--- config.mk ---
export PLATFORM = sky130hd
export DESIGN_NAME = keypad_lock_door_controller
export DESIGN_NICKNAME = d
export VERILOG_FILES = /design/src/rtl/kldc_pkg.sv /design/src/rtl/kldc_core.sv /design/src/rtl/keypad_lock_door_controller.sv
export SDC_FILE = /design/constraint.sdc
export NUM_CORES = 1
export LEC_CHECK = 0
export ABC_AREA = 1
export BUFFER_PORTS_ARGS = -buffer_cell sky130_fd_sc_hd__buf_2
export CORE_MARGIN = 2
export CORE_UTILIZATION = 35
export CTS_BUF_LIST = sky130_fd_sc_hd__clkbuf_16
export CTS_CLUSTER_SIZE = 24
export DETAILED_ROUTE_END_ITERATION = 8
export PLACE_DENSITY_LB_ADDON = 0.25
export SLEW_MARGIN = 25
export SYNTH_ARGS = -nofsm -noshare
export SYNTH_HDL_FRONTEND = slang
export SYNTH_SLANG_ARGS = --single-unit
--- constraint.sdc ---
create_clock -name clk -period 5.5 [get_ports clk]
set_clock_uncertainty 0.2 [all_clocks]
set_input_delay 0.55 -clock clk [delete_from_list [all_inputs] [get_ports clk]]
set_output_delay 0.55 -clock clk [all_outputs]
set_load 0.01 [all_outputs]
--- src/rtl/kldc_pkg.sv ---
// ----------------------------------------------------------------------------
// Keypad lock package
// Event, motor, status and mode codes plus the result type of the lock.
// ----------------------------------------------------------------------------
package kldc_pkg;

  localparam int CODE_LEN_DEF  = 5;
  localparam int NUM_CODE_REGS = 5;

  localparam int KEY_W   = 8;
  localparam int FUNC_W  = 2;
  localparam int MOTOR_W = 2;
  localparam int STAT_W  = 3;
  localparam int TRIES_W = 4;
  localparam int KEYS_W  = 3;
  localparam int MODE_W  = 2;
  localparam int CFG_A_W = 3;
  localparam int CFG_D_W = 8;
  localparam int IN_D_W  = 8;
  localparam int OUT_D_W = 16;

  localparam logic [KEY_W-1:0]   NO_KEY        = 8'hff;
  localparam logic [TRIES_W-1:0] TRY_LIMIT_RST = 4'd2;

  // Event kinds.
  localparam logic [FUNC_W-1:0] FUNC_KEY       = 2'd0;
  localparam logic [FUNC_W-1:0] FUNC_CLOSE_BTN = 2'd1;
  localparam logic [FUNC_W-1:0] FUNC_CLOSE_LIM = 2'd2;
  localparam logic [FUNC_W-1:0] FUNC_OPEN_LIM  = 2'd3;

  // Motor commands.
  localparam logic [MOTOR_W-1:0] MOTOR_NONE  = 2'd0;
  localparam logic [MOTOR_W-1:0] MOTOR_OPEN  = 2'd1;
  localparam logic [MOTOR_W-1:0] MOTOR_CLOSE = 2'd2;
  localparam logic [MOTOR_W-1:0] MOTOR_STOP  = 2'd3;

  // Status codes.
  localparam logic [STAT_W-1:0] ST_KEY     = 3'd0;
  localparam logic [STAT_W-1:0] ST_RIGHT   = 3'd1;
  localparam logic [STAT_W-1:0] ST_WRONG   = 3'd2;
  localparam logic [STAT_W-1:0] ST_LOCKED  = 3'd3;
  localparam logic [STAT_W-1:0] ST_IGNORED = 3'd4;
  localparam logic [STAT_W-1:0] ST_CLOSING = 3'd5;
  localparam logic [STAT_W-1:0] ST_CLOSED  = 3'd6;
  localparam logic [STAT_W-1:0] ST_OPENED  = 3'd7;

  // Lock modes.
  localparam logic [MODE_W-1:0] MODE_DOOR   = 2'd0;
  localparam logic [MODE_W-1:0] MODE_ENTRY  = 2'd1;
  localparam logic [MODE_W-1:0] MODE_LOCKED = 2'd2;

  // Configuration register indexes.
  localparam logic [CFG_A_W-1:0] REG_TRY_LIMIT = 3'd5;

  typedef struct packed {
    logic [KEYS_W-1:0]  keys_entered;
    logic [TRIES_W-1:0] tries_left;
    logic [STAT_W-1:0]  status;
    logic [MOTOR_W-1:0] motor_cmd;
  } result_t;

endpackage

--- src/rtl/kldc_core.sv ---
// ----------------------------------------------------------------------------
// Keypad lock core
// Lock state, stored code and the next-state logic for one event.
// ----------------------------------------------------------------------------
module kldc_core #(
  parameter int CODE_LEN = kldc_pkg::CODE_LEN_DEF
) (
  input  logic                          clk,
  input  logic                          rst_n,
  input  logic                          cfg_wr_en,
  input  logic [kldc_pkg::CFG_A_W-1:0]  cfg_addr,
  input  logic [kldc_pkg::CFG_D_W-1:0]  cfg_wdata,
  input  logic                          evt_take,
  input  logic [kldc_pkg::FUNC_W-1:0]   evt_func,
  input  logic [kldc_pkg::KEY_W-1:0]    evt_key,
  output kldc_pkg::result_t             evt_res
);

  logic [kldc_pkg::KEY_W-1:0]   code_key_r [kldc_pkg::NUM_CODE_REGS];
  logic [kldc_pkg::KEY_W-1:0]   entry_r    [CODE_LEN];
  logic [kldc_pkg::KEY_W-1:0]   entry_nxt  [CODE_LEN];
  logic [CODE_LEN-1:0]          entry_wr;

  logic [kldc_pkg::MODE_W-1:0]  mode_r, mode_nxt;
  logic [kldc_pkg::KEYS_W-1:0]  idx_r, idx_nxt, idx_inc;
  logic [kldc_pkg::TRIES_W-1:0] tries_r, tries_nxt;
  logic closed_r, closed_nxt;
  logic opened_r, opened_nxt;
  logic open_seen_r, open_seen_nxt;
  logic closing_r, closing_nxt;
  logic take_key;
  logic code_ok;
  logic [kldc_pkg::MOTOR_W-1:0] motor;
  logic [kldc_pkg::STAT_W-1:0]  status;

  assign take_key = (evt_func == kldc_pkg::FUNC_KEY) && (mode_r == kldc_pkg::MODE_ENTRY) &&
                    (evt_key != kldc_pkg::NO_KEY);
  assign idx_inc  = idx_r + kldc_pkg::KEYS_W'(1);

  // The key being taken is written and compared in the same cycle, so the
  // comparison looks at the entry values as they will be after this event.
  always_comb begin
    code_ok = 1'b1;
    for (int k = 0; k < CODE_LEN; k++) begin
      entry_wr[k]  = take_key && (idx_r == kldc_pkg::KEYS_W'(k));
      entry_nxt[k] = entry_wr[k] ? evt_key : entry_r[k];
      code_ok      = code_ok && (entry_nxt[k] == code_key_r[k]);
    end
  end

  always_comb begin
    mode_nxt      = mode_r;
    idx_nxt       = idx_r;
    tries_nxt     = tries_r;
    closed_nxt    = closed_r;
    opened_nxt    = opened_r;
    open_seen_nxt = open_seen_r;
    closing_nxt   = closing_r;
    motor         = kldc_pkg::MOTOR_NONE;
    status        = kldc_pkg::ST_IGNORED;
    case (evt_func)
      kldc_pkg::FUNC_KEY: begin
        if (mode_r == kldc_pkg::MODE_LOCKED) begin
          status = kldc_pkg::ST_LOCKED;
        end else if (take_key) begin
          if (idx_inc < kldc_pkg::KEYS_W'(CODE_LEN)) begin
            idx_nxt = idx_inc;
            status  = kldc_pkg::ST_KEY;
          end else begin
            idx_nxt = '0;
            if (code_ok) begin
              motor      = kldc_pkg::MOTOR_OPEN;
              mode_nxt   = kldc_pkg::MODE_DOOR;
              closed_nxt = 1'b0;
              status     = kldc_pkg::ST_RIGHT;
            end else if (tries_r > kldc_pkg::TRIES_W'(1)) begin
              tries_nxt = tries_r - kldc_pkg::TRIES_W'(1);
              status    = kldc_pkg::ST_WRONG;
            end else begin
              tries_nxt = '0;
              mode_nxt  = kldc_pkg::MODE_LOCKED;
              status    = kldc_pkg::ST_LOCKED;
            end
          end
        end
      end
      kldc_pkg::FUNC_CLOSE_BTN: begin
        if (mode_r == kldc_pkg::MODE_DOOR && !closed_r && opened_r) begin
          motor       = kldc_pkg::MOTOR_CLOSE;
          status      = kldc_pkg::ST_CLOSING;
          opened_nxt  = 1'b0;
          closing_nxt = 1'b1;
        end
      end
      kldc_pkg::FUNC_CLOSE_LIM: begin
        if (open_seen_r && closing_r) begin
          motor         = kldc_pkg::MOTOR_STOP;
          status        = kldc_pkg::ST_CLOSED;
          closed_nxt    = 1'b1;
          mode_nxt      = kldc_pkg::MODE_ENTRY;
          idx_nxt       = '0;
          open_seen_nxt = 1'b0;
          closing_nxt   = 1'b0;
        end
      end
      kldc_pkg::FUNC_OPEN_LIM: begin
        motor         = kldc_pkg::MOTOR_STOP;
        status        = kldc_pkg::ST_OPENED;
        opened_nxt    = 1'b1;
        open_seen_nxt = 1'b1;
      end
      default: begin
        motor = kldc_pkg::MOTOR_NONE;
      end
    endcase
  end

  always_ff @(posedge clk) begin
    if (!rst_n) begin
      mode_r      <= kldc_pkg::MODE_ENTRY;
      idx_r       <= '0;
      tries_r     <= kldc_pkg::TRY_LIMIT_RST;
      closed_r    <= 1'b0;
      opened_r    <= 1'b0;
      open_seen_r <= 1'b0;
      closing_r   <= 1'b0;
      for (int k = 0; k < kldc_pkg::NUM_CODE_REGS; k++) begin
        code_key_r[k] <= '0;
      end
    end else begin
      if (evt_take) begin
        mode_r      <= mode_nxt;
        idx_r       <= idx_nxt;
        closed_r    <= closed_nxt;
        opened_r    <= opened_nxt;
        open_seen_r <= open_seen_nxt;
        closing_r   <= closing_nxt;
      end
      // Writing the try limit also reloads the remaining tries.
      if (cfg_wr_en && (cfg_addr == kldc_pkg::REG_TRY_LIMIT)) begin
        tries_r <= cfg_wdata[kldc_pkg::TRIES_W-1:0];
      end else if (evt_take) begin
        tries_r <= tries_nxt;
      end
      if (cfg_wr_en) begin
        for (int k = 0; k < kldc_pkg::NUM_CODE_REGS; k++) begin
          if (cfg_addr == kldc_pkg::CFG_A_W'(k)) begin
            code_key_r[k] <= cfg_wdata;
          end
        end
      end
    end
  end

  always_ff @(posedge clk) begin
    for (int k = 0; k < CODE_LEN; k++) begin
      if (evt_take && entry_wr[k]) begin
        entry_r[k] <= evt_key;
      end
    end
  end

  assign evt_res.motor_cmd    = motor;
  assign evt_res.status       = status;
  assign evt_res.tries_left   = tries_nxt;
  assign evt_res.keys_entered = idx_nxt;

endmodule

--- src/rtl/keypad_lock_door_controller.sv ---
// ----------------------------------------------------------------------------
// Keypad lock door controller
// Keypad combination lock with a door motor handshake, one result per event.
// ----------------------------------------------------------------------------
// Each event (key press, close button, close limit or open limit) is taken
// from the input stream and its single result appears in the output register
// on the next cycle. One event is accepted every cycle; in_tready drops only
// while the output register holds a result that the sink has not yet taken,
// so the output register is the only thing that sets the rate.
module keypad_lock_door_controller #(
  parameter int CODE_LEN = kldc_pkg::CODE_LEN_DEF
) (
  input  logic                          clk,
  input  logic                          rst_n,
  input  logic                          cfg_wr_en,
  input  logic [kldc_pkg::CFG_A_W-1:0]  cfg_addr,
  input  logic [kldc_pkg::CFG_D_W-1:0]  cfg_wdata,
  input  logic                          in_tvalid,
  output logic                          in_tready,
  input  logic [kldc_pkg::IN_D_W-1:0]   in_tdata,   // [7:0] key_code
  input  logic [kldc_pkg::FUNC_W-1:0]   in_tuser,   // [1:0] func
  output logic                          out_tvalid,
  input  logic                          out_tready,
  // [1:0] motor_cmd, [4:2] status, [8:5] tries_left, [11:9] keys_entered
  output logic [kldc_pkg::OUT_D_W-1:0]  out_tdata
);

  kldc_pkg::result_t evt_res;
  kldc_pkg::result_t out_res_r;
  logic              out_valid_r;
  logic              in_take;

  assign in_tready = !out_valid_r || out_tready;
  assign in_take   = in_tvalid && in_tready;

  kldc_core #(
    .CODE_LEN (CODE_LEN)
  ) u_core (
    .clk       (clk),
    .rst_n     (rst_n),
    .cfg_wr_en (cfg_wr_en),
    .cfg_addr  (cfg_addr),
    .cfg_wdata (cfg_wdata),
    .evt_take  (in_take),
    .evt_func  (in_tuser),
    .evt_key   (in_tdata),
    .evt_res   (evt_res)
  );

  always_ff @(posedge clk) begin
    if (!rst_n) begin
      out_valid_r <= 1'b0;
    end else if (in_take) begin
      out_valid_r <= 1'b1;
    end else if (out_tready) begin
      out_valid_r <= 1'b0;
    end
  end

  always_ff @(posedge clk) begin
    if (in_take) begin
      out_res_r <= evt_res;
    end
  end

  assign out_tvalid = out_valid_r;
  assign out_tdata  = {4'b0000, out_res_r.keys_entered, out_res_r.tries_left,
                       out_res_r.status, out_res_r.motor_cmd};

endmodule

==> out/metrics.cfg, run 1 <==
[run_status]
status=finished clean

[global_route]
grt_use_total=0.166
antenna_found_initial=0
grt_pass1_wl_mm=22.4
grt_overflow=0
grt_max_degree=42
grt_pass1_vias=4172

[placed_design]
dp_hpwl_mm=10.6
gp_congestion=0.931
placed_cell_area_um2=6150
port_buffers=39

[yosys]
synthMuxAreaShare=0
syn-instance-count=666
synth_top_area_cell=edfxtp_1
synthAdderAreaFrac=0.0260
synth_ff_type=edfxtp_1
syn_area_per_cell_um2=8.66
synth_top_area_frac=0.479
ys_warn_count=0
synth_area_um2=5770
synth-simple-area-share=0.291
synthTopCellsByArea=edfxtp_1, nand2_1, inv_1, dfxtp_1, nand3_1
yosysUniqueCellTypes=42
async_flop_share=0
synth_edf_count=92
yosys.area_share.xor_xnor=0.00304
synth_top_family_by_area=simple AND/OR/NAND/NOR gates
synth-compound-area-share=0.0531
synth_seq_cells=106
ys_seq_area_frac=0.527

[pwr]
peakVddDrop_uv=143
p_leak_uw=0.00294
power_uw=1730
power_density_nw_per_um2=270

[drt]
vias_per_cell=4.90
vias=4528
drt-total-wl_mm=14.4
drc=0
drt-wirelength-per-cell_um=15.6
drt_first_pass_iters=7
ant_nets=0
drt_iter0_drc=309

[timing]
setup-violations-final=0
max_clock_freq_mhz=264
final_max_slew_viol_count=0
tns_ns=0
worst_slew_pin_slew_ns=0.983
fin_crit_ns=3.79
final-hold-violation-count=0
rsz0062_at_grt=no
slew_headroom=0.342
timing.final.crit_share=0.689

[worst_setup_path]
reg2regPathDepth=16
worstSetupPathType=reg2reg
start_kind=flop
rr_startpoint=u_core.idx_r[0]
worstPathArrival_ns=3.70
cp-end-kind=flop
crit_required_ns=5.41
reg2reg_slack_ns=1.71
endpoint=out_tdata[5]
critPathLaunch=u_core.idx_r[0]
reg2reg_to=out_tdata[5]
cp_max_fo=11

[floorplan]
fp.dieArea_um2=17500
io_pins=44
std_cell_rows=46
start_util=0.361
fp.dieW_um=132
coreArea_um2=16000
dieHeight_um=132

[clock_tree]
path_clk_slew_ns=0.07
cts.sinks=106
cts_hold_buf=0
numCtsBuffers=9
insertion_delay_ns=0.36
ctsResizeCount=0
clockBufferDepth=2
cts_root_buffer=clkbuf_16
cts_setup_buffers=0
htreeDepth=3
cts_tree=yes

[finish]
area_growth_pct=11.3
drive_gt1_frac=0.117
diodes=0
final_cell_mix=nand2_1, inv_1, edfxtp_1, nand3_1
final_common_cell=nand2_1
stdcell_area_um2=6420
fin_nets=742

[hold_path]
worstHoldPathType=reg2reg

[run]
cap_violations=0

-- per-layer routing --
metal  global-route usage  up-vias  share of wire
met5                    0        -              0
met4               0.0603        0          0.024
met3               0.0392       24          0.056
met2                0.261      142           0.45
met1                0.225     2097           0.47
li1                     -     2265              -
-- flip-flops by register name, indices dropped and copies added, names as in the netlist --
register and cells:
u_core.code_key_r 40, u_core.open_seen_r 1, u_core.closing_r 1, u_core.opened_r 1, u_core.idx_r 3, u_core.entry_r 40
u_core.tries_r 4, u_core.closed_r 1, out_tdata 12, out_tvalid 1, u_core.mode_r 2
-- layout make-up --
type / count / area, um^2
flip-flops and latches: 106 / 3040
clock buffers: 9 / 225
well taps: 216 / 270
fillers: 1632 / 9580
clock inverters: 7 / 46.3
multi-input cells: 429 / 2180
inverters: 116 / 435
repair buffers: 42 / 218
-- kinds of logic (layout without fill, tap and decap cells) --
kind of cell | after synthesis | count (layout)
and+or+nand+nor | 360 | 360
buffers and inverters | 134 | 174
adders and majority gates | 12 | 12
DFF | 106 | 106
other | 1 | 4
xor gates and xnor gates | 2 | 2
AOI/OAI and AO/OA | 51 | 51
-- power by group --
| part | internal (uW) | total (uW) | switching, uW |
|---|---|---|---|
| combinational | 60.9 | 200 | 139 |
| sequential | 917 | 938 | 21.0 |
| clock | 306 | 596 | 290 |
| total | 1280 | 1730 | 450 |
-- Yosys cell counts (4+ instances only) --
library cell / number
ha_1: 12
nand2_1: 199
buf_2: 4
nand3_1: 47
inv_1: 110
nand3b_1: 16
dfxtp_1: 14
nand2_2: 5
nand3_4: 4
o21ai_0: 19
edfxtp_1: 92
a21oi_1: 14
buf_4: 6
o211ai_1: 4
nor2_1: 39
nor2_2: 6
nand4_1: 36
buf_6: 5
-- stage by stage --
step                       util  setup WS (ns)  instances  hold WS [ns]
after CTS                 0.401           1.72        925         0.265
after global routing      0.401           1.40        925         0.291
final                     0.401           1.71        925         0.264
after global placement    0.384           1.67        909         0.240
after floorplan               -           2.73        669         0.229
after detailed placement  0.384           1.65        909         0.252
-- critical path, cell delays in order, from the launching register on --
cell and delay (ns):
dfxtp_1 0.34, inv_1 0.16, ha_1 0.18, inv_1 0.04, nor2_1 0.73, nand3_1 0.53
nand2_1 0.29, nand2_1 0.07, nand2_1 0.06, nand2_1 0.05, nor2_1 0.15, nand3_1 0.11
nor2_2 0.13, nand3_4 0.16, nand2_4 0.12, nand2_1 0.07, and2_1 0.14
-- worst min-delay path by stage --
stage | start | endpoint | slack (ns) | cells past startpoint
floorplan | u_core.closing_r | u_core.closing_r | 0.23 | 2
global placement | u_core.closing_r | u_core.closing_r | 0.24 | 2
detailed placement | u_core.opened_r | u_core.opened_r | 0.25 | 2
CTS | u_core.opened_r | u_core.opened_r | 0.26 | 2
global route | u_core.closing_r | u_core.closing_r | 0.29 | 2
finish | u_core.closing_r | u_core.closing_r | 0.26 | 2
Power figures use the tool's default switching activity.
==> run 2, diff against run 1 <==
==> constraint.sdc (replaced) <==
create_clock -name clk -period 3.6 [get_ports clk]
set_clock_uncertainty 0.2 [all_clocks]
set_input_delay 0.36 -clock clk [delete_from_list [all_inputs] [get_ports clk]]
set_output_delay 0.36 -clock clk [all_outputs]
set_load 0.01 [all_outputs]
==> run 2 against run 1 <==
Combinational power increased by 59%. Critical endpoint unchanged. Register-to-register slack got worse by 1.3 ns. Non-clock buffer count grew 10. Largest power group unchanged. Core utilization grew 0.34 points. Critical path type unchanged. Via count increased by 0.46%. Worst hold slack worse by 0.16 ns. First-iteration DRC count up 29%. Power increased by 52%. Worst setup slack worse by 1.3 ns.
==> out/metrics.cfg, run 2 (synthesized netlist as in run 1, its figures left out) <==
[clock_tree]
cts_root_buffer=clkbuf_16
numCtsBuffers=9
cts_setup_buffers=0
cts.sinks=106
htreeDepth=3
ctsResizeCount=0
clockBufferDepth=2
cts_tree=yes
cts_hold_buf=0
path_clk_slew_ns=0.07
insertion_delay_ns=0.35

[timing]
setup-violations-final=0
max_clock_freq_mhz=316
slew_headroom=0.453
tns_ns=0
fin_crit_ns=3.16
timing.final.crit_share=0.878
final-hold-violation-count=0
worst_slew_pin_slew_ns=0.818
final_max_slew_viol_count=0
timing.hold.ws_ns=0.101
rsz0062_at_grt=no

[floorplan]
io_pins=44
coreArea_um2=16000
dieHeight_um=132
fp.dieArea_um2=17500
std_cell_rows=46
fp.dieW_um=132
start_util=0.361

[hold_path]
hold_path_startpoint=out_tready
worstHoldPathCells=4
worstHoldPathType=in2reg
holdPathEnd=out_tvalid

[placed_design]
dpl.cell_count=919
port_buffers=39
gp_congestion=0.914
dp_hpwl_mm=11.2

[global_route]
grt_pass1_vias=4231
grt_pass1_wl_mm=23.3
grt_overflow=0
grt_use_total=0.173
antenna_found_initial=0
grt_max_degree=24

[pwr]
p_leak_uw=0.00300
power_density_nw_per_um2=408
peakVddDrop_uv=243
power_uw=2640

[finish]
diodes=0
final_common_cell=nand2_1
final_cell_mix=nand2_1, inv_1, edfxtp_1, nand3_1
area_growth_pct=12.2
final_cells=935
fin_nets=752
final_util=0.405
drive_gt1_frac=0.127

[drt]
ant_nets=0
drt-wirelength-per-cell_um=16.0
drt_iter0_drc=399
vias_per_cell=4.87
drt_first_pass_iters=5
vias=4549
drc=0
drt-total-wl_mm=14.9

[worst_setup_path]
cp_max_fo=11
reg2reg_slack_ns=0.44
reg2regPathDepth=17
cp-end-kind=flop
worstSetupPathType=reg2reg
crit_required_ns=3.52
start_kind=flop
worstPathArrival_ns=3.08
rr_startpoint=u_core.idx_r[0]
reg2reg_to=out_tdata[5]

[run_status]
status=finished clean

[run]
cap_violations=0

==> run 2: worst max-delay path by stage <==
stage	from	to	slack, ns	depth (start not counted)
6_report	u_core.idx_r[0]	out_tdata[5]	0.44	17
5_1_grt	u_core.idx_r[0]	out_tdata[5]	0.11	17
4_1_cts	u_core.idx_r[0]	out_tdata[5]	0.43	17
3_3_place_gp	in_tuser[0]	out_tdata[5]	0.26	18
3_5_place_dp	in_tuser[0]	out_tdata[5]	0.18	18
2_1_floorplan	in_tuser[0]	out_tdata[5]	1.02	16
==> run 2: cell type report <==
cell class                      count  area, um^2
Sequential cell                   106        3040
Tap cell                          216         270
Clock buffer                        9         225
Inverter                          116         435
Multi-Input combinational cell    429        2180
Timing Repair Buffer               52         293
Clock inverter                      7        31.3
Fill cell                        1647        9530
==> run 2: metrics by stage <==
| step | setup WS (ns) | cell area (um^2) |
|---|---|---|
| floorplan | 1.02 | 5780 |
| CTS | 0.425 | 6470 |
| global placement | 0.260 | 6220 |
| global route | 0.111 | 6470 |
| finish | 0.439 | 6470 |
| detailed placement | 0.185 | 6220 |
==> run 2: per-layer routing <==
| metal | routed length, um | track usage | up-vias |
|---|---|---|---|
| met1 | 7200 | 0.246 | 2109 |
| met3 | 709 | 0.0319 | 17 |
| li1 | - | - | 2289 |
| met2 | 6780 | 0.269 | 134 |
| met4 | 239 | 0.0538 | 0 |
| met5 | 0 | 0 | - |
==> run 2: critical path, stage by stage (launching register included) <==
cell	delay, ns
dfxtp_1	0.33
inv_1	0.15
ha_1	0.17
inv_1	0.03
nor2_1	0.46
nand3_1	0.14
buf_4	0.21
nand2_1	0.12
nand2_1	0.06
nand2_1	0.06
nand2_1	0.06
nor2_1	0.17
nand3_1	0.11
nor2_2	0.15
nand3_4	0.17
nand2_4	0.13
nand2_1	0.07
and2_1	0.13
==> run 2: where the power goes <==
part	switching (uW)	internal, uW	leakage, uW	total [uW]
Sequential	30.6	1400	0.000979	1430
Clock	434	458	0.000143	892
Combinational	217	100	0.00188	318
Total	682	1960	0.00300	2640
==> run 3, diff against run 2 <==
--- a/config.mk
+++ b/config.mk
@@ -7,6 +7,8 @@
 export LEC_CHECK = 0
 export ABC_AREA = 1
 export BUFFER_PORTS_ARGS = -buffer_cell sky130_fd_sc_hd__buf_2
+export CELL_PAD_IN_SITES_DETAIL_PLACEMENT = 0
+export CELL_PAD_IN_SITES_GLOBAL_PLACEMENT = 1
 export CORE_MARGIN = 2
 export CORE_UTILIZATION = 35
 export CTS_BUF_LIST = sky130_fd_sc_hd__clkbuf_16
==> run 3 against run 2 <==
Combinational power is 3% higher. Cell count is 0.21% higher. Sequential cell count stayed put.
==> out/metrics.cfg, run 3 (synthesized netlist as in run 1, its figures left out) <==
[run_status]
status=finished clean

[floorplan]
fp.dieArea_um2=17500
start_util=0.361
io_pins=44
dieHeight_um=132
std_cell_rows=46
fp.dieW_um=132
coreArea_um2=16000

[timing]
rsz0062_at_grt=no
timing.final.crit_share=0.860
max_clock_freq_mhz=323
fin_crit_ns=3.10
final-hold-violation-count=0
setup-violations-final=0
slew_headroom=0.374
timing.hold.ws_ns=0.109
final_max_slew_viol_count=0
worst_slew_pin_slew_ns=0.935
timing.final.ws_setup_ns=0.505
tns_ns=0

[pwr]
p_leak_uw=0.00302
power_density_nw_per_um2=417
peakVddDrop_uv=230

[hold_path]
worstHoldPathType=in2reg

[clock_tree]
cts_hold_buf=0
ctsResizeCount=0
path_clk_slew_ns=0.07
cts_tree=yes
numCtsBuffers=9
insertion_delay_ns=0.36
cts.sinks=106
cts_root_buffer=clkbuf_16
clockBufferDepth=2
cts_setup_buffers=0
htreeDepth=3

[worst_setup_path]
worstSetupPathType=reg2reg
start_kind=flop
crit_slowest_cell=nor2_2
cp_max_fo=10
cpLargestDelayFamily=simple AND/OR/NAND/NOR gates
path_cells=inv_1 -> ha_1 -> inv_1 -> nor2_2 -> nand3_4 -> nand2_1 -> nand2_1 -> nand2_1 -> nand3_1 -> nor2_1 -> nand2_1 -> nor2_2 -> nand3_4 -> nand2_4 -> nand2_1 -> and2_1
path_buf_inv=2
cpMostUsedCell=nand2_1
worstPathArrival_ns=3.01
cp-end-kind=flop
critPathMaxStageDelay_ns=0.49
crit_required_ns=3.52

[drt]
ant_nets=0
drt-total-wl_mm=16.0
vias=4590
drt-wirelength-per-cell_um=17.1
drc=0
drt_first_pass_iters=5
drt_iter0_drc=324
vias_per_cell=4.90

[placed_design]
gp_congestion=0.861
dp_hpwl_mm=11.8
port_buffers=39
placed_cell_area_um2=6250
place_ws_ns=0.304

[run]
cap_violations=0

[global_route]
grt_pass1_vias=4406
grt_max_degree=35
grt_pass1_wl_mm=24.6
grt_overflow=0
antenna_found_initial=0
grt_use_total=0.187

[finish]
final_cell_mix=nand2_1, inv_1, edfxtp_1, nand3_1
area_growth_pct=13.2
diodes=0
drive_gt1_frac=0.128
stdcell_area_um2=6530
final_common_cell=nand2_1
fin_nets=755

[run 3: cell count changes in the layout (fill, tap and decap cells not counted), sizes merged]
cell and delta:
buf +3, bufinv +1, clkinv -1, clkinvlp +1, inv -2
[run 3: cell type report]
class                      count  area [um^2]
fill                        1638         9470
sequential                   106         3040
multi-input combinational    429         2180
inverter                     116          435
timing repair buffer          55          328
tap                          216          270
clock buffer                   9          225
clock inverter                 6         52.6
[run 3: worst paths after layout]
check	from	end	slack, ns	depth (start not counted)
min reg2reg	u_core.closing_r	u_core.closing_r	0.26	2
max reg2reg	u_core.idx_r[1]	out_tdata[5]	0.50	16
max	u_core.idx_r[1]	out_tdata[5]	0.50	16
min	out_tready	out_tvalid	0.11	4
[run 3: power by group]
part / internal, uW / switching, uW / total [uW]
clock network: 526 / 443 / 970
logic: 103 / 224 / 327
registers: 1400 / 29.5 / 1430
[run 3: stage by stage]
step	util	std cells	total power (uW)
final	0.408	937	2730
after global routing	0.408	937	2830
after CTS	0.408	937	2750
after detailed placement	0.391	922	1780
after global placement	0.391	922	1780
after floorplan	-	669	1650
[run 3: metal layers]
layer	up-vias	track usage	routed length (um)
li1	2291	-	-
met1	2114	0.245	7380
met2	156	0.301	7400
met3	29	0.0388	797
met4	0	0.0789	447
met5	-	0	0
[run 3: tightest hold or removal path, delay by kind of cell]
kind                   cells  cell delay [ns]
AO/OA/AOI/OAI              1             0.07
buffers and inverters      2             0.11
AND/OR/NAND/NOR            1             0.08
